<file path="src/design/cske_pkg.sv">
`timescale 1ns / 1ps
// Shared types and codes for the clock setting key editor.
// Used by cske_step and clock_setting_key_editor_top; depends on nothing.
package cske_pkg;

   // Key codes.
   localparam logic [1:0] ActDecrease = 2'd0;
   localparam logic [1:0] ActNext     = 2'd1;
   localparam logic [1:0] ActIncrease = 2'd2;
   localparam logic [1:0] ActUp       = 2'd3;

   // Display mode codes.
   localparam logic [2:0] ModeStopwatch = 3'd0;
   localparam logic [2:0] ModeTimeSet   = 3'd1;
   localparam logic [2:0] ModeDateSet   = 3'd2;
   localparam logic [2:0] ModeZoneSet   = 3'd3;
   localparam logic [2:0] ModeAlarmSet  = 3'd4;
   localparam logic [2:0] ModeSoundSet  = 3'd5;
   localparam logic [2:0] ModeRinging   = 3'd6;
   localparam logic [2:0] ModeOther     = 3'd7;

   // Changed item codes.
   localparam logic [3:0] ItemNone        = 4'd0;
   localparam logic [3:0] ItemHour        = 4'd1;
   localparam logic [3:0] ItemMinute      = 4'd2;
   localparam logic [3:0] ItemSecond      = 4'd3;
   localparam logic [3:0] ItemYear        = 4'd4;
   localparam logic [3:0] ItemMonth       = 4'd5;
   localparam logic [3:0] ItemDay         = 4'd6;
   localparam logic [3:0] ItemZone        = 4'd7;
   localparam logic [3:0] ItemAlarmHour   = 4'd8;
   localparam logic [3:0] ItemAlarmMinute = 4'd9;
   localparam logic [3:0] ItemAlarmEnable = 4'd10;
   localparam logic [3:0] ItemSound       = 4'd11;
   localparam logic [3:0] ItemStopwatch   = 4'd12;
   localparam logic [3:0] ItemCursor      = 4'd13;

   // Commit codes.
   localparam logic [2:0] CommitNone  = 3'd0;
   localparam logic [2:0] CommitClock = 3'd1;
   localparam logic [2:0] CommitAlarm = 3'd2;
   localparam logic [2:0] CommitZone  = 3'd3;
   localparam logic [2:0] CommitSound = 3'd4;

   // Cursor positions.
   localparam logic [1:0] CurFirst  = 2'd0;
   localparam logic [1:0] CurSecond = 2'd1;
   localparam logic [1:0] CurThird  = 2'd2;

   // Value limits.
   localparam logic [4:0]  HourTop   = 5'd23;
   localparam logic [5:0]  MinuteTop = 6'd59;
   localparam logic [13:0] YearMin   = 14'd1970;
   localparam logic [13:0] YearMax   = 14'd9999;
   localparam logic [3:0]  MonthMax  = 4'd12;
   localparam logic signed [4:0] ZoneMin = -5'sd12;
   localparam logic signed [4:0] ZoneMax = 5'sd12;

   // Floor(year / 100) as (year * YearDivMul) >> YearDivShift, exact for 14-bit years.
   localparam logic [12:0] YearDivMul   = 13'd5243;
   localparam int          YearDivShift = 19;

   // Kept settings.
   typedef struct packed {
      logic [4:0]        set_hour;
      logic [5:0]        set_minute;
      logic [5:0]        set_second;
      logic [13:0]       set_year;
      logic [3:0]        set_month;
      logic [4:0]        set_day;
      logic [1:0]        time_cursor;
      logic [1:0]        date_cursor;
      logic [1:0]        alarm_cursor;
      logic signed [4:0] zone_offset;
      logic [4:0]        alarm_hour;
      logic [5:0]        alarm_minute;
      logic              alarm_enable;
      logic              sound_enable;
      logic              stopwatch_enable;
   } state_type;

   // Power-up settings: 00:00:00 on 1970-01-01, everything else zero.
   localparam state_type StateReset = '{set_year:  YearMin,
                                        set_month: 4'd1,
                                        set_day:   5'd1,
                                        default:   '0};

   // One result item.
   typedef struct packed {
      logic [3:0]         changed_item;
      logic signed [14:0] new_value;
      logic [1:0]         cursor;
      logic               beep;
      logic               stopwatch_clear;
      logic               alarm_release;
      logic               alarm_suppress;
      logic               next_row;
      logic [2:0]         commit;
   } result_type;

endpackage

</file>
<file path="src/design/cske_step.sv">
`timescale 1ns / 1ps
// Combinational key press evaluation: next settings and one result item.
// Depends on cske_pkg.
module cske_step (
   input  cske_pkg::state_type  cur_state,
   input  logic [1:0]           action,
   input  logic [2:0]           mode,
   output cske_pkg::state_type  next_state,
   output cske_pkg::result_type result
);

   logic [26:0] year_prod;
   logic [7:0]  year_cent;
   logic [13:0] year_cent_x100;
   logic [13:0] year_rem;
   logic        leap;
   logic [4:0]  month_len;
   logic        inc;

   // Leap year from the century quotient and remainder.
   assign year_prod      = 27'(cur_state.set_year) * 27'(cske_pkg::YearDivMul);
   assign year_cent      = year_prod[26:cske_pkg::YearDivShift];
   assign year_cent_x100 = 14'({6'd0, year_cent} * 14'd100);
   assign year_rem       = cur_state.set_year - year_cent_x100;
   assign leap = ((cur_state.set_year[1:0] == 2'd0) && (year_rem != 14'd0)) ||
                 ((year_rem == 14'd0) && (year_cent[1:0] == 2'd0));

   // Month length; codes outside one to twelve count as thirty days.
   always_comb begin
      case (cur_state.set_month) inside
         4'd1, 4'd3, 4'd5, 4'd7, 4'd8, 4'd10, 4'd12: month_len = 5'd31;
         4'd2:    month_len = leap ? 5'd29 : 5'd28;
         default: month_len = 5'd30;
      endcase
   end

   assign inc = (action == cske_pkg::ActIncrease);

   // Key decode per mode.
   always_comb begin
      next_state = cur_state;
      result     = '0;
      result.beep = cur_state.sound_enable;

      if (action == cske_pkg::ActUp) begin
         result.next_row = (mode != cske_pkg::ModeRinging);
      end else begin
         unique case (mode)
            cske_pkg::ModeStopwatch: begin
               if (action == cske_pkg::ActDecrease) begin
                  next_state.stopwatch_enable = 1'b0;
                  result.stopwatch_clear = 1'b1;
                  result.changed_item = cske_pkg::ItemStopwatch;
               end else if (action == cske_pkg::ActNext) begin
                  next_state.stopwatch_enable = ~cur_state.stopwatch_enable;
                  result.changed_item = cske_pkg::ItemStopwatch;
                  result.new_value = 15'(next_state.stopwatch_enable);
               end
            end
            cske_pkg::ModeTimeSet: begin
               if (action == cske_pkg::ActNext) begin
                  next_state.time_cursor = (cur_state.time_cursor >= cske_pkg::CurThird) ?
                                           cske_pkg::CurFirst : cur_state.time_cursor + 2'd1;
                  result.changed_item = cske_pkg::ItemCursor;
                  result.new_value = 15'(next_state.time_cursor);
               end else begin
                  result.commit = cske_pkg::CommitClock;
                  if (cur_state.time_cursor == cske_pkg::CurFirst) begin
                     if (inc)
                        next_state.set_hour = (cur_state.set_hour >= cske_pkg::HourTop) ?
                                              5'd0 : cur_state.set_hour + 5'd1;
                     else
                        next_state.set_hour = (cur_state.set_hour == 5'd0 ||
                                               cur_state.set_hour > cske_pkg::HourTop) ?
                                              cske_pkg::HourTop : cur_state.set_hour - 5'd1;
                     result.changed_item = cske_pkg::ItemHour;
                     result.new_value = 15'(next_state.set_hour);
                  end else if (cur_state.time_cursor == cske_pkg::CurSecond) begin
                     if (inc)
                        next_state.set_minute = (cur_state.set_minute >= cske_pkg::MinuteTop) ?
                                                6'd0 : cur_state.set_minute + 6'd1;
                     else
                        next_state.set_minute = (cur_state.set_minute == 6'd0 ||
                                                 cur_state.set_minute > cske_pkg::MinuteTop) ?
                                                cske_pkg::MinuteTop : cur_state.set_minute - 6'd1;
                     result.changed_item = cske_pkg::ItemMinute;
                     result.new_value = 15'(next_state.set_minute);
                  end else if (cur_state.time_cursor == cske_pkg::CurThird) begin
                     if (inc)
                        next_state.set_second = (cur_state.set_second >= cske_pkg::MinuteTop) ?
                                                6'd0 : cur_state.set_second + 6'd1;
                     else
                        next_state.set_second = (cur_state.set_second == 6'd0 ||
                                                 cur_state.set_second > cske_pkg::MinuteTop) ?
                                                cske_pkg::MinuteTop : cur_state.set_second - 6'd1;
                     result.changed_item = cske_pkg::ItemSecond;
                     result.new_value = 15'(next_state.set_second);
                  end
               end
               result.cursor = next_state.time_cursor;
            end
            cske_pkg::ModeDateSet: begin
               if (action == cske_pkg::ActNext) begin
                  next_state.date_cursor = (cur_state.date_cursor >= cske_pkg::CurThird) ?
                                           cske_pkg::CurFirst : cur_state.date_cursor + 2'd1;
                  result.changed_item = cske_pkg::ItemCursor;
                  result.new_value = 15'(next_state.date_cursor);
               end else begin
                  result.commit = cske_pkg::CommitClock;
                  if (cur_state.date_cursor == cske_pkg::CurFirst) begin
                     if (inc)
                        next_state.set_year = (cur_state.set_year >= cske_pkg::YearMax) ?
                                              cske_pkg::YearMin : cur_state.set_year + 14'd1;
                     else
                        next_state.set_year = (cur_state.set_year <= cske_pkg::YearMin) ?
                                              cske_pkg::YearMax : cur_state.set_year - 14'd1;
                     result.changed_item = cske_pkg::ItemYear;
                     result.new_value = 15'(next_state.set_year);
                  end else if (cur_state.date_cursor == cske_pkg::CurSecond) begin
                     if (inc)
                        next_state.set_month = (cur_state.set_month >= cske_pkg::MonthMax) ?
                                               4'd1 : cur_state.set_month + 4'd1;
                     else
                        next_state.set_month = (cur_state.set_month <= 4'd1) ?
                                               cske_pkg::MonthMax : cur_state.set_month - 4'd1;
                     result.changed_item = cske_pkg::ItemMonth;
                     result.new_value = 15'(next_state.set_month);
                  end else if (cur_state.date_cursor == cske_pkg::CurThird) begin
                     if (inc)
                        next_state.set_day = (cur_state.set_day >= month_len) ?
                                             5'd1 : cur_state.set_day + 5'd1;
                     else
                        next_state.set_day = (cur_state.set_day <= 5'd1) ?
                                             month_len : cur_state.set_day - 5'd1;
                     result.changed_item = cske_pkg::ItemDay;
                     result.new_value = 15'(next_state.set_day);
                  end
               end
               result.cursor = next_state.date_cursor;
            end
            cske_pkg::ModeZoneSet: begin
               // The offset saturates; a press at the limit changes and commits nothing.
               if (action == cske_pkg::ActDecrease && cur_state.zone_offset > cske_pkg::ZoneMin)
               begin
                  next_state.zone_offset = cur_state.zone_offset - 5'sd1;
                  result.changed_item = cske_pkg::ItemZone;
                  result.new_value = {{10{next_state.zone_offset[4]}}, next_state.zone_offset};
                  result.commit = cske_pkg::CommitZone;
               end else if (inc && cur_state.zone_offset < cske_pkg::ZoneMax) begin
                  next_state.zone_offset = cur_state.zone_offset + 5'sd1;
                  result.changed_item = cske_pkg::ItemZone;
                  result.new_value = {{10{next_state.zone_offset[4]}}, next_state.zone_offset};
                  result.commit = cske_pkg::CommitZone;
               end
            end
            cske_pkg::ModeAlarmSet: begin
               result.commit = cske_pkg::CommitAlarm;
               if (action == cske_pkg::ActNext) begin
                  next_state.alarm_cursor = (cur_state.alarm_cursor >= cske_pkg::CurThird) ?
                                            cske_pkg::CurFirst : cur_state.alarm_cursor + 2'd1;
                  result.changed_item = cske_pkg::ItemCursor;
                  result.new_value = 15'(next_state.alarm_cursor);
               end else if (cur_state.alarm_cursor == cske_pkg::CurFirst) begin
                  if (inc)
                     next_state.alarm_hour = (cur_state.alarm_hour >= cske_pkg::HourTop) ?
                                             5'd0 : cur_state.alarm_hour + 5'd1;
                  else
                     next_state.alarm_hour = (cur_state.alarm_hour == 5'd0 ||
                                              cur_state.alarm_hour > cske_pkg::HourTop) ?
                                             cske_pkg::HourTop : cur_state.alarm_hour - 5'd1;
                  result.changed_item = cske_pkg::ItemAlarmHour;
                  result.new_value = 15'(next_state.alarm_hour);
               end else if (cur_state.alarm_cursor == cske_pkg::CurSecond) begin
                  if (inc)
                     next_state.alarm_minute = (cur_state.alarm_minute >= cske_pkg::MinuteTop) ?
                                               6'd0 : cur_state.alarm_minute + 6'd1;
                  else
                     next_state.alarm_minute = (cur_state.alarm_minute == 6'd0 ||
                                                cur_state.alarm_minute > cske_pkg::MinuteTop) ?
                                               cske_pkg::MinuteTop :
                                               cur_state.alarm_minute - 6'd1;
                  result.changed_item = cske_pkg::ItemAlarmMinute;
                  result.new_value = 15'(next_state.alarm_minute);
               end else if (cur_state.alarm_cursor == cske_pkg::CurThird && !inc) begin
                  // Only the decrease key toggles the enable.
                  next_state.alarm_enable = ~cur_state.alarm_enable;
                  result.changed_item = cske_pkg::ItemAlarmEnable;
                  result.new_value = 15'(next_state.alarm_enable);
               end
               result.cursor = next_state.alarm_cursor;
            end
            cske_pkg::ModeSoundSet: begin
               if (action == cske_pkg::ActNext) begin
                  next_state.sound_enable = ~cur_state.sound_enable;
                  result.changed_item = cske_pkg::ItemSound;
                  result.new_value = 15'(next_state.sound_enable);
                  result.commit = cske_pkg::CommitSound;
               end
            end
            cske_pkg::ModeRinging: begin
               result.alarm_release  = (action == cske_pkg::ActNext);
               result.alarm_suppress = inc;
            end
            default: begin
               // Other modes give only the beep.
            end
         endcase
      end
   end

endmodule

</file>
<file path="src/design/clock_setting_key_editor_top.sv">
`timescale 1ns / 1ps
// Clock setting key editor: input register, key evaluation, result register.
// Depends on cske_pkg and cske_step.
//
// Usage:
//   The req channel carries one qualified key press: the key code in tdata
//   and the current display mode in tuser. Every press gives exactly one
//   transfer on the rsp channel: the changed item code in tuser, and in
//   tdata its new value, the cursor, the request pulses and the commit code.
//   A req transfer is held in the input register, then passes through the
//   key evaluation into the result register, which drives rsp_tvalid.
//   Throughput is one press per cycle while rsp_tready stays high; the
//   settings registers are read and updated in the same cycle as the press
//   leaves the input register, so the next press sees them at once.
//   Reset returns all settings to their power-up values (time 00:00:00,
//   date 1970-01-01, zone 0, alarm 00:00 off, sound and stopwatch off) and
//   empties both registers. When the receiver holds rsp_tready low, the
//   result stays put, one more press waits in the input register, and
//   req_tready then drops until the result is taken.
module clock_setting_key_editor_top (
   input  logic        clock,
   input  logic        reset,
   input  logic        req_tvalid,
   output logic        req_tready,
   input  logic [7:0]  req_tdata,   // [1:0] action, [7:2] zero
   input  logic [2:0]  req_tuser,   // [2:0] mode
   output logic        rsp_tvalid,
   input  logic        rsp_tready,
   output logic [31:0] rsp_tdata,   // [14:0] new_value, [16:15] cursor, [17] beep,
                                    // [18] stopwatch_clear, [19] alarm_release,
                                    // [20] alarm_suppress, [21] next_row,
                                    // [24:22] commit, [31:25] zero
   output logic [3:0]  rsp_tuser    // [3:0] changed_item
);

   logic                 in_valid_ff;
   logic [1:0]           action_ff;
   logic [2:0]           mode_ff;
   logic                 out_valid_ff;
   cske_pkg::result_type result_ff;
   cske_pkg::state_type  state_ff;
   cske_pkg::state_type  state_in;
   cske_pkg::result_type result_in;
   logic                 advance;

   // A press moves on when the result register is free or being emptied.
   assign advance    = in_valid_ff && (!out_valid_ff || rsp_tready);
   assign req_tready = !in_valid_ff || advance;

   // Input register.
   always_ff @(posedge clock) begin
      if (reset) begin
         in_valid_ff <= 1'b0;
      end else if (req_tready) begin
         in_valid_ff <= req_tvalid;
      end
      if (req_tready && req_tvalid) begin
         action_ff <= req_tdata[1:0];
         mode_ff   <= req_tuser;
      end
   end

   cske_step u_step (
      .cur_state  (state_ff),
      .action     (action_ff),
      .mode       (mode_ff),
      .next_state (state_in),
      .result     (result_in)
   );

   // Settings update once per press.
   always_ff @(posedge clock) begin
      if (reset) begin
         state_ff <= cske_pkg::StateReset;
      end else if (advance) begin
         state_ff <= state_in;
      end
   end

   // Result register.
   always_ff @(posedge clock) begin
      if (reset) begin
         out_valid_ff <= 1'b0;
      end else if (advance) begin
         out_valid_ff <= 1'b1;
      end else if (rsp_tready) begin
         out_valid_ff <= 1'b0;
      end
      if (advance) begin
         result_ff <= result_in;
      end
   end

   assign rsp_tvalid = out_valid_ff;
   assign rsp_tuser  = result_ff.changed_item;
   assign rsp_tdata  = {7'd0,
                        result_ff.commit,
                        result_ff.next_row,
                        result_ff.alarm_suppress,
                        result_ff.alarm_release,
                        result_ff.stopwatch_clear,
                        result_ff.beep,
                        result_ff.cursor,
                        result_ff.new_value};

endmodule
</file>
<file path="config.mk">
export PLATFORM = sky130hd
export DESIGN_NAME = clock_setting_key_editor_top
export DESIGN_NICKNAME = d
export VERILOG_FILES = /design/src/design/cske_pkg.sv /design/src/design/cske_step.sv /design/src/design/clock_setting_key_editor_top.sv
export SDC_FILE = /design/constraint.sdc
export NUM_CORES = 1
export LEC_CHECK = 0
export BUFFER_PORTS_ARGS = -buffer_cell sky130_fd_sc_hd__buf_4
export CORE_AREA = 2 2 209 211
export DETAILED_ROUTE_END_ITERATION = 7
export DIE_AREA = 0 0 211 213
export SLEW_MARGIN = 20
export SYNTH_ARGS = -nofsm -noshare
export SYNTH_HDL_FRONTEND = slang
export SYNTH_HIERARCHICAL = 1
export SYNTH_SLANG_ARGS = --single-unit
</file>
<file path="constraint.sdc">
create_clock -name clock -period 22 [get_ports clock]
set_clock_uncertainty 0.15 [all_clocks]
set_input_delay 2.2 -clock clock [delete_from_list [all_inputs] [get_ports clock]]
set_output_delay 2.2 -clock clock [all_outputs]
set_load 0.05 [all_outputs]
</file>
==> flow_metrics.env, run 1 <==
export IMPL_die_h_um=213
export IMPL_critPathMaxFanout=12
export IMPL_finalCritPeriodShare=0.578
export IMPL_gp_congestion=0.891
export IMPL_synth_top_area_cell="ha_1"
export IMPL_cts_path_max_buffers=2
export IMPL_fin_nets=1920
export IMPL_die_x_um=211
export IMPL_ys_flop_type="dfxtp_1"
export IMPL_first_global_vias=11200
export IMPL_grt_remaining_overflow=0
export IMPL_setup_viol=0
export IMPL_fp_coreArea_mm2=0.0427
export IMPL_p_per_area_mw_per_mm2=62.9
export IMPL_synth_warnings=6
export IMPL_intPower_w=0.000497
export IMPL_hold_viol=0
export IMPL_placedInstanceArea_mm2=0.0142
export IMPL_clock_sinks=101
export IMPL_path_clk_slew_ps=80
export IMPL_r2r_cells=48
export IMPL_hold_path_startpoint="state_ff[17]"
export IMPL_yosysMostFrequentCell="ha_1"
export IMPL_avgSynthCellArea_um2=8.11
export IMPL_min_to="state_ff[17]"
export IMPL_synth_seq_cells=101
export IMPL_grt_start_max_net_pins=133
export IMPL_yosysUniqueCellTypes=80
export IMPL_peakVddDrop_uv=304
export IMPL_rsz0062_at_grt="no"
export IMPL_path_buf_inv=6
export IMPL_rows=76
export IMPL_synth_edf_count=34
export IMPL_cts_hold_buf=0
export IMPL_final_max_slew_viol_count=0
export IMPL_drt_iter0_drc=728
export IMPL_yosysTopAreaCellShare=0.179
export IMPL_holdWs_ps=343
export IMPL_cp_arrival_ps=12760
export IMPL_n_fill_cell=4396
export IMPL_critPathSlowestCell="dfxtp_1"
export IMPL_netlist_area_mm2=0.0136
export IMPL_root_buffer="clkbuf_16"
export IMPL_pwr_share_seq=0.222
export IMPL_p_comb_frac=0.595
export IMPL_power_switching_w=0.000414
export IMPL_rrSetupSlack_ps=9290
export IMPL_setup_tns_ps=0
export IMPL_post_cts_setup_buffer_count=0
export IMPL_num_vias=11500
export IMPL_critPathTopFamily="compound AO/OA/AOI/OAI gates"
export IMPL_ant_nets=0
export IMPL_synth_common_cells="ha_1 (194), inv_1 (175), nor2_1 (139)"
export IMPL_cpPeakStageDelay_ps=730
export IMPL_ios=53
export IMPL_area_growth_pct=6.80
export IMPL_cap_viol_max_count=0
export IMPL_cts_resized_gates=0
export IMPL_die_area_mm2=0.0449
export IMPL_seq_area_frac_synth=0.174
export IMPL_drive_gt1_frac=0.0612
export IMPL_track_usage=0.151
export IMPL_hold_depth=2
export IMPL_worst_pin_slew_ps=1150
export IMPL_swShare=0.455
export IMPL_r2r_start="state_ff[40]"
export IMPL_fmaxAchievable_mhz=78.7
export IMPL_antenna_cells=0
export IMPL_dp_hpwl_um=25600
export IMPL_p_leak_nw=6.10
export IMPL_vias_per_cell=5.24
export IMPL_status="completed"
export IMPL_critPathKind="reg2reg"
export IMPL_cts_buffers=9
export IMPL_max_slew_margin=0.234
export IMPL_crit_required_ps=22050
export IMPL_cts_tree="done"
export IMPL_start_util=0.318
export IMPL_drt_pass1_iter_count=5
export IMPL_cp_end_kind="flip-flop"
export IMPL_start_kind="flip-flop"
export IMPL_stdcell_area_mm2=0.0145
export IMPL_finalCoreUtilization=0.339
export IMPL_hold_class="reg2reg"
export IMPL_synthArstFlopShare=0
export IMPL_port_buffers=39
export IMPL_wl_per_cell_um=15.5
export IMPL_clk_latency_ps=360
export IMPL_layout_min_cycle_time_ps=12710
export IMPL_synth_area_leaders="ha_1 (18%), dfxtp_1 (9.9%), fa_1 (9.7%)"
export IMPL_r2r_end="rsp_tdata[4]"
export IMPL_drt_total_wl_um=33900
export IMPL_htree_levels=3
export IMPL_drc_errors=0
export IMPL_synth_cells=1673
export IMPL_pwr_share_clk=0.184
export IMPL_antenna_found_initial=0
export IMPL_grt_pass1_wl_um=55800
==> power by group through the flow <==
stage	Combinational [W]	Clock (W)	Sequential, W
floorplan	0.000417	0	0.000213
global placement	0.000528	0	0.000206
detailed placement	0.000535	0	0.000206
CTS	0.000539	0.000172	0.000202
global route	0.000604	0.000179	0.000203
finish	0.000542	0.000168	0.000202
==> logic make-up (layout without fill, tap and decap cells) <==
| group | Yosys count | in the layout | synth area share |
|---|---|---|---|
| flip-flops | 101 | 101 | 0.174 |
| AND/OR/NAND/NOR | 543 | 543 | 0.198 |
| buffers and inverters | 268 | 239 | 0.0821 |
| other | 1 | 7 | 0.000276 |
| adder cells (fa/ha/maj) | 261 | 261 | 0.277 |
| AO/OA/AOI/OAI | 364 | 364 | 0.171 |
| multiplexers | 91 | 91 | 0.0687 |
| XOR/XNOR | 44 | 44 | 0.0284 |
==> routing by layer <==
metal  part of all wire  wire length [um]  vias up  global-route usage
met2               0.50             17100      227               0.272
met1               0.45             15300     5543               0.194
li1                   -                 -     5709                   -
met5                  0                 0        -                   0
met4              0.013               432        0              0.0372
met3              0.032              1100       33              0.0144
==> registers in the layout, indices dropped and copies added (netlist names) <==
signal and flops:
action_ff 2, state_ff 65, mode_ff 3, rsp_tdata 25, in_valid_ff 1, rsp_tvalid 1, rsp_tuser 4
==> worst max-delay path by stage <==
| stage | start | to | slack, ps | cells past startpoint |
|---|---|---|---|---|
| global placement | state_ff[38] | rsp_tdata[3] | 9400 | 48 |
| finish | state_ff[40] | rsp_tdata[4] | 9290 | 48 |
| CTS | state_ff[40] | rsp_tdata[2] | 9340 | 50 |
| detailed placement | state_ff[40] | rsp_tdata[2] | 9410 | 50 |
| global route | state_ff[40] | rsp_tdata[2] | 8330 | 50 |
| floorplan | state_ff[45] | rsp_tdata[2] | 11120 | 50 |
==> worst min-delay path: cells and delay by family, from the launching register on <==
family	cells	cell delay (ps)
flops	1	330
mux	1	50
simple gates	1	70
==> layout by cell type (no fill, tap or decap), types with 10 or more instances in the layout <==
| cell | Yosys | routed |
|---|---|---|
| a21o_1 | 12 | 12 |
| a21oi_1 | 107 | 107 |
| a22oi_1 | 12 | 12 |
| a31oi_1 | 27 | 27 |
| and2_1 | 12 | 12 |
| and3_1 | 14 | 14 |
| buf_4 | 10 | 46 |
| dfxtp_1 | 67 | 67 |
| edfxtp_1 | 34 | 34 |
| fa_1 | 66 | 66 |
| ha_1 | 194 | 194 |
| inv_1 | 175 | 175 |
| mux2_2 | 17 | 17 |
| mux2i_1 | 74 | 74 |
| nand2_1 | 131 | 130 |
| nand2b_1 | 123 | 123 |
| nand3_1 | 41 | 41 |
| nand4_1 | 10 | 10 |
| nor2_1 | 139 | 138 |
| nor3_1 | 31 | 31 |
| o21ai_0 | 89 | 89 |
| o22ai_1 | 13 | 13 |
| xnor2_1 | 30 | 30 |
| xor2_1 | 14 | 14 |
==> layout make-up <==
type	count	area (um^2)	area share
clock inverter	7	77.6	0.00535
timing repair buffer	46	345	0.0238
inverter	177	664	0.0459
tap	546	683	0.0472
clock buffer	9	225	0.0155
sequential	101	2360	0.163
multi-input combinational	1310	10100	0.699
==> metrics by stage <==
step	std cells	power [W]	setup slack, ps
2_1_floorplan	1679	0.000630	11120
3_3_place_gp	2180	0.000735	9400
3_5_place_dp	2180	0.000742	9410
4_1_cts	2196	0.000913	9340
5_1_grt	2196	0.000986	8330
6_report	2196	0.000911	9290
Power figures use the tool's default switching activity.
==> run 2, diff against run 1 <==
==> constraint.sdc (replaced) <==
create_clock -name clock -period 11.4 [get_ports clock]
set_clock_uncertainty 0.15 [all_clocks]
set_input_delay 1.14 -clock clock [delete_from_list [all_inputs] [get_ports clock]]
set_output_delay 1.14 -clock clock [all_outputs]
set_load 0.05 [all_outputs]
==> run 2 against run 1 <==
Compared with the run above: final cell count is 3.6% higher; final area is 6.3% higher; critical path depth is 2 higher; fmax is 16% higher; global-route usage is 0.66 points higher; first-iteration DRC count is 50% higher; sequential cell count stayed put; clock power is 98% higher; setup slack worse by 8800 ps; non-clock buffer count is 79 higher; register-to-register slack worse by 8800 ps; power is 110% higher.
==> flow_metrics.env, run 2 (same netlist as run 1, synthesis figures left out) <==
export IMPL_status="completed"
export IMPL_wl_met1_um=15800
export IMPL_antenna_cells=0
export IMPL_wl_met3_um=903
export IMPL_cp_arrival_ps=10960
export IMPL_drt_total_wl_um=35500
export IMPL_dp_slack_ps=-188
export IMPL_die_x_um=211
export IMPL_die_area_mm2=0.0449
export IMPL_final_cell_mix="ha_1 (184), inv_1 (174), nor2_1 (137)"
export IMPL_p_leak_nw=6.52
export IMPL_clock_sinks=101
export IMPL_die_h_um=213
export IMPL_cpPeakStageDelay_ps=540
export IMPL_first_global_vias=11400
export IMPL_clk_latency_ps=370
export IMPL_start_util=0.318
export IMPL_p_total_w=0.00193
export IMPL_htree_levels=3
export IMPL_root_buffer="clkbuf_16"
export IMPL_final_common_cell="ha_1"
export IMPL_drive_gt1_frac=0.129
export IMPL_cts_tree="done"
export IMPL_fp_coreArea_mm2=0.0427
export IMPL_fin_nets=1999
export IMPL_wl_per_cell_um=15.6
export IMPL_setup_tns_ps=0
export IMPL_top_register="state_ff"
export IMPL_drt_pass1_iter_count=6
export IMPL_stdcell_area_mm2=0.0154
export IMPL_critPathMaxFanout=6
export IMPL_critPathSlowestCell="fa_1"
export IMPL_met2_length_um=18100
export IMPL_vias_per_cell=5.21
export IMPL_num_vias=11900
export IMPL_finalCoreUtilization=0.361
export IMPL_ios=53
export IMPL_setup_viol=0
export IMPL_peakVddDrop_uv=415
export IMPL_drc_errors=0
export IMPL_max_slew_margin=0.244
export IMPL_grt_pass1_wl_um=57900
export IMPL_final_max_slew_viol_count=0
export IMPL_layout_min_cycle_time_ps=10920
export IMPL_crit_required_ps=11430
export IMPL_drt_iter0_drc=1092
export IMPL_critPathKind="reg2reg"
export IMPL_grt_remaining_overflow=0
export IMPL_finalCritPeriodShare=0.958
export IMPL_area_growth_pct=13.5
export IMPL_dp_hpwl_um=27100
export IMPL_cap_viol_max_count=0
export IMPL_p_per_area_mw_per_mm2=125
export IMPL_hold_viol=0
export IMPL_top_layer_used="met4"
export IMPL_cp_end_kind="flip-flop"
export IMPL_ant_nets=0
export IMPL_grt_start_max_net_pins=133
export IMPL_worst_pin_slew_ps=1130
export IMPL_cts_path_max_buffers=2
export IMPL_antenna_found_initial=0
export IMPL_n_fill_cell=4426
export IMPL_largest_reg_flops=65
export IMPL_worst_slack_ps=477
export IMPL_cts_buffers=9
export IMPL_fmaxAchievable_mhz=91.5
export IMPL_port_buffers=39
export IMPL_hold_class="reg2reg"
export IMPL_placedInstanceArea_mm2=0.0147
export IMPL_rows=76
export IMPL_start_kind="flip-flop"
export IMPL_track_usage=0.158
export IMPL_gp_congestion=0.884
export IMPL_path_clk_slew_ps=90
-- run 2: changes by cell type in the layout (fill, tap and decap cells not counted), sizes merged --
cell and delta:
buf +79, clkinv +1, clkinvlp -1
-- run 2: per-layer routing --
metal,up-vias,GRT usage
met3,40,0.0138
met5,-,0
met4,0,0.0435
met2,242,0.285
met1,5705,0.201
li1,5877,-
-- run 2: where the power goes --
group	switching, W	internal (W)
clock	0.000173	0.000160
sequential	0.00000797	0.000379
combinational	0.000690	0.000522
-- run 2: final timing paths --
check / from / to / slack [ps] / cells past startpoint
worst min register to register: state_ff[17] / state_ff[17] / 350 / 2
worst max-delay path: state_ff[44] / rsp_tdata[2] / 480 / 50
worst max register to register: state_ff[44] / rsp_tdata[2] / 480 / 50
worst min-delay path: state_ff[17] / state_ff[17] / 350 / 2
-- run 2: layout make-up --
type,count,area [um^2],share of cell area
inverter,177,664,0.0432
clock buffer,9,225,0.0146
tap,546,683,0.0444
multi-input combinational,1310,10400,0.673
clock inverter,7,88.8,0.00577
sequential,101,2390,0.155
timing repair buffer,125,978,0.0636
-- run 2: metrics by stage --
| step | hold WS, ps | std cells |
|---|---|---|
| after CTS | 357 | 2269 |
| after detailed placement | 340 | 2252 |
| after global routing | 375 | 2275 |
| after floorplan | 297 | 1679 |
| final | 354 | 2275 |
| after global placement | 323 | 2252 |
-- run 2: what timing repair did --
item | 4_1_cts | 5_1_grt
gates resized for setup | 14 | 42
endpoints found under the hold margin | 0 | 0
pin swaps | 6 | 27
hold buffers | 0 | 0
setup buffers | 1 | 5
endpoints found under the setup margin | 3 | 9
-- run 2: worst max-delay path: cells and delay by family, from the launching register on --
family	cells	cell delay, ps
compound gates	22	3730
xor+xnor	2	390
fa+ha+maj	12	4310
buf+inv	7	630
flops	1	380
mux	1	300
simple gates	6	830
==> run 3, diff against run 2 <==
--- a/config.mk
+++ b/config.mk
@@ -9,6 +9,7 @@
 export CORE_AREA = 2 2 209 211
 export DETAILED_ROUTE_END_ITERATION = 7
 export DIE_AREA = 0 0 211 213
+export PLACE_DENSITY_LB_ADDON = 0.25
 export SLEW_MARGIN = 20
 export SYNTH_ARGS = -nofsm -noshare
 export SYNTH_HDL_FRONTEND = slang
==> run 3 against run 2 <==
Compared with the run above: final area rose by 2.7%; clock-buffer cell count did not move; via count fell by 0.11%; highest routed layer unchanged; sequential power barely moved; clock power barely moved; power rose by 4.3%; sequential cell count did not move; critical path type unchanged.
==> flow_metrics.env, run 3 (same netlist as run 1, synthesis figures left out) <==
export IMPL_max_slew_margin=0.251
export IMPL_root_buffer="clkbuf_16"
export IMPL_critPathMaxFanout=7
export IMPL_ios=53
export IMPL_die_x_um=211
export IMPL_finalCoreUtilization=0.370
export IMPL_final_max_slew_viol_count=0
export IMPL_cts_tree="done"
export IMPL_htree_levels=3
export IMPL_start_util=0.318
export IMPL_cp_end_kind="flip-flop"
export IMPL_track_usage=0.163
export IMPL_cts_path_max_buffers=2
export IMPL_clock_sinks=101
export IMPL_largest_reg_flops=65
export IMPL_path_clk_slew_ps=90
export IMPL_cts_buffers=9
export IMPL_crit_required_ps=11430
export IMPL_die_area_mm2=0.0449
export IMPL_num_vias=11900
export IMPL_drt_total_wl_um=37000
export IMPL_gp_congestion=0.870
export IMPL_p_total_w=0.00201
export IMPL_p_per_area_mw_per_mm2=127
export IMPL_cap_viol_max_count=0
export IMPL_drive_gt1_frac=0.162
export IMPL_grt_pass1_wl_um=59600
export IMPL_critPathSlowestCell="fa_1"
export IMPL_final_common_cell="ha_1"
export IMPL_hold_class="reg2reg"
export IMPL_status="completed"
export IMPL_vias_per_cell=5.13
export IMPL_peakVddDrop_uv=343
export IMPL_dp_hpwl_um=28000
export IMPL_critPathKind="reg2reg"
export IMPL_layout_min_cycle_time_ps=10920
export IMPL_start_kind="flip-flop"
export IMPL_area_growth_pct=16.5
export IMPL_top_register="state_ff"
export IMPL_die_h_um=213
export IMPL_fp_coreArea_mm2=0.0427
export IMPL_grt_start_max_net_pins=133
export IMPL_ant_nets=0
export IMPL_drt_iter0_drc=761
export IMPL_setup_viol=0
export IMPL_hold_viol=0
export IMPL_grt_remaining_overflow=0
export IMPL_rows=76
export IMPL_antenna_found_initial=0
export IMPL_antenna_cells=0
export IMPL_fin_nets=2032
export IMPL_cts_hold_buf=0
export IMPL_port_buffers=39
export IMPL_p_leak_nw=6.67
export IMPL_finalCritPeriodShare=0.958
export IMPL_wl_per_cell_um=16.0
export IMPL_final_cell_mix="ha_1 (174), inv_1 (167), buf_4 (152)"
export IMPL_fmaxAchievable_mhz=91.6
export IMPL_multi_input_area_mm2=0.0105
export IMPL_first_global_vias=11500
export IMPL_n_fill_cell=4442
export IMPL_clk_latency_ps=370
export IMPL_worst_pin_slew_ps=1110
export IMPL_cpPeakStageDelay_ps=540
export IMPL_cp_arrival_ps=10950
export IMPL_final_seq_area_mm2=0.00239
export IMPL_drc_errors=0
export IMPL_drt_pass1_iter_count=5
==> run 3: repair_timing <==
item	4_1_cts	5_1_grt
pin swaps	4	56
setup endpoints to repair	5	10
resized for setup	10	89
setup buffers	2	12
==> run 3: metal layers <==
layer,wire length [um],global-route usage,vias up
met1,16500,0.206,5691
met4,655,0.0374,0
met2,19000,0.302,187
li1,-,-,5938
met3,818,0.0113,35
met5,0,0,-
==> run 3: worst max-delay path: cells and delay by family, from the launching register on <==
| kind | cells | cell delay [ps] |
|---|---|---|
| AOI/OAI and AO/OA | 20 | 3590 |
| xor gates and xnor gates | 2 | 430 |
| adders and majority gates | 12 | 4340 |
| buffers and inverters | 8 | 640 |
| DFF | 1 | 400 |
| muxes | 1 | 280 |
| and+or+nand+nor | 7 | 910 |
==> run 3: cell type report <==
| cell class | instances | share of cell area |
|---|---|---|
| well taps | 546 | 0.0432 |
| flip-flops and latches | 101 | 0.151 |
| multi-input cells | 1310 | 0.667 |
| repair buffers | 158 | 0.0770 |
| clock buffers | 9 | 0.0142 |
| inverters | 177 | 0.0420 |
| clock inverters | 7 | 0.00515 |
==> run 3: where the power goes <==
part           internal, W  total, W  switching (W)
logic             0.000574   0.00130       0.000723
clock network     0.000159  0.000331       0.000172
registers         0.000379  0.000387     0.00000817
total              0.00111   0.00201       0.000903
==> run 3: final timing paths <==
path                              startpoint      endpoint  slack [ps]  depth (start not counted)
worst min-delay path             state_ff[2]   state_ff[2]         340                          2
worst min register to register   state_ff[2]   state_ff[2]         340                          2
worst max-delay path            state_ff[44]  rsp_tdata[2]         480                         50
worst max register to register  state_ff[44]  rsp_tdata[2]         480                         50
==> run 3: stage by stage <==
| step | cells | setup WS, ps | cell area, um^2 | TNS [ps] | hold WS, ps |
|---|---|---|---|---|---|
| global route | 2308 | -121 | 15800 | -161 | 363 |
| detailed placement | 2278 | -374 | 14900 | -1100 | 337 |
| floorplan | 1679 | 518 | 13600 | 0 | 297 |
| CTS | 2296 | 2.35 | 15300 | 0 | 349 |
| finish | 2308 | 481 | 15800 | 0 | 342 |
| global placement | 2278 | -309 | 14900 | -970 | 325 |
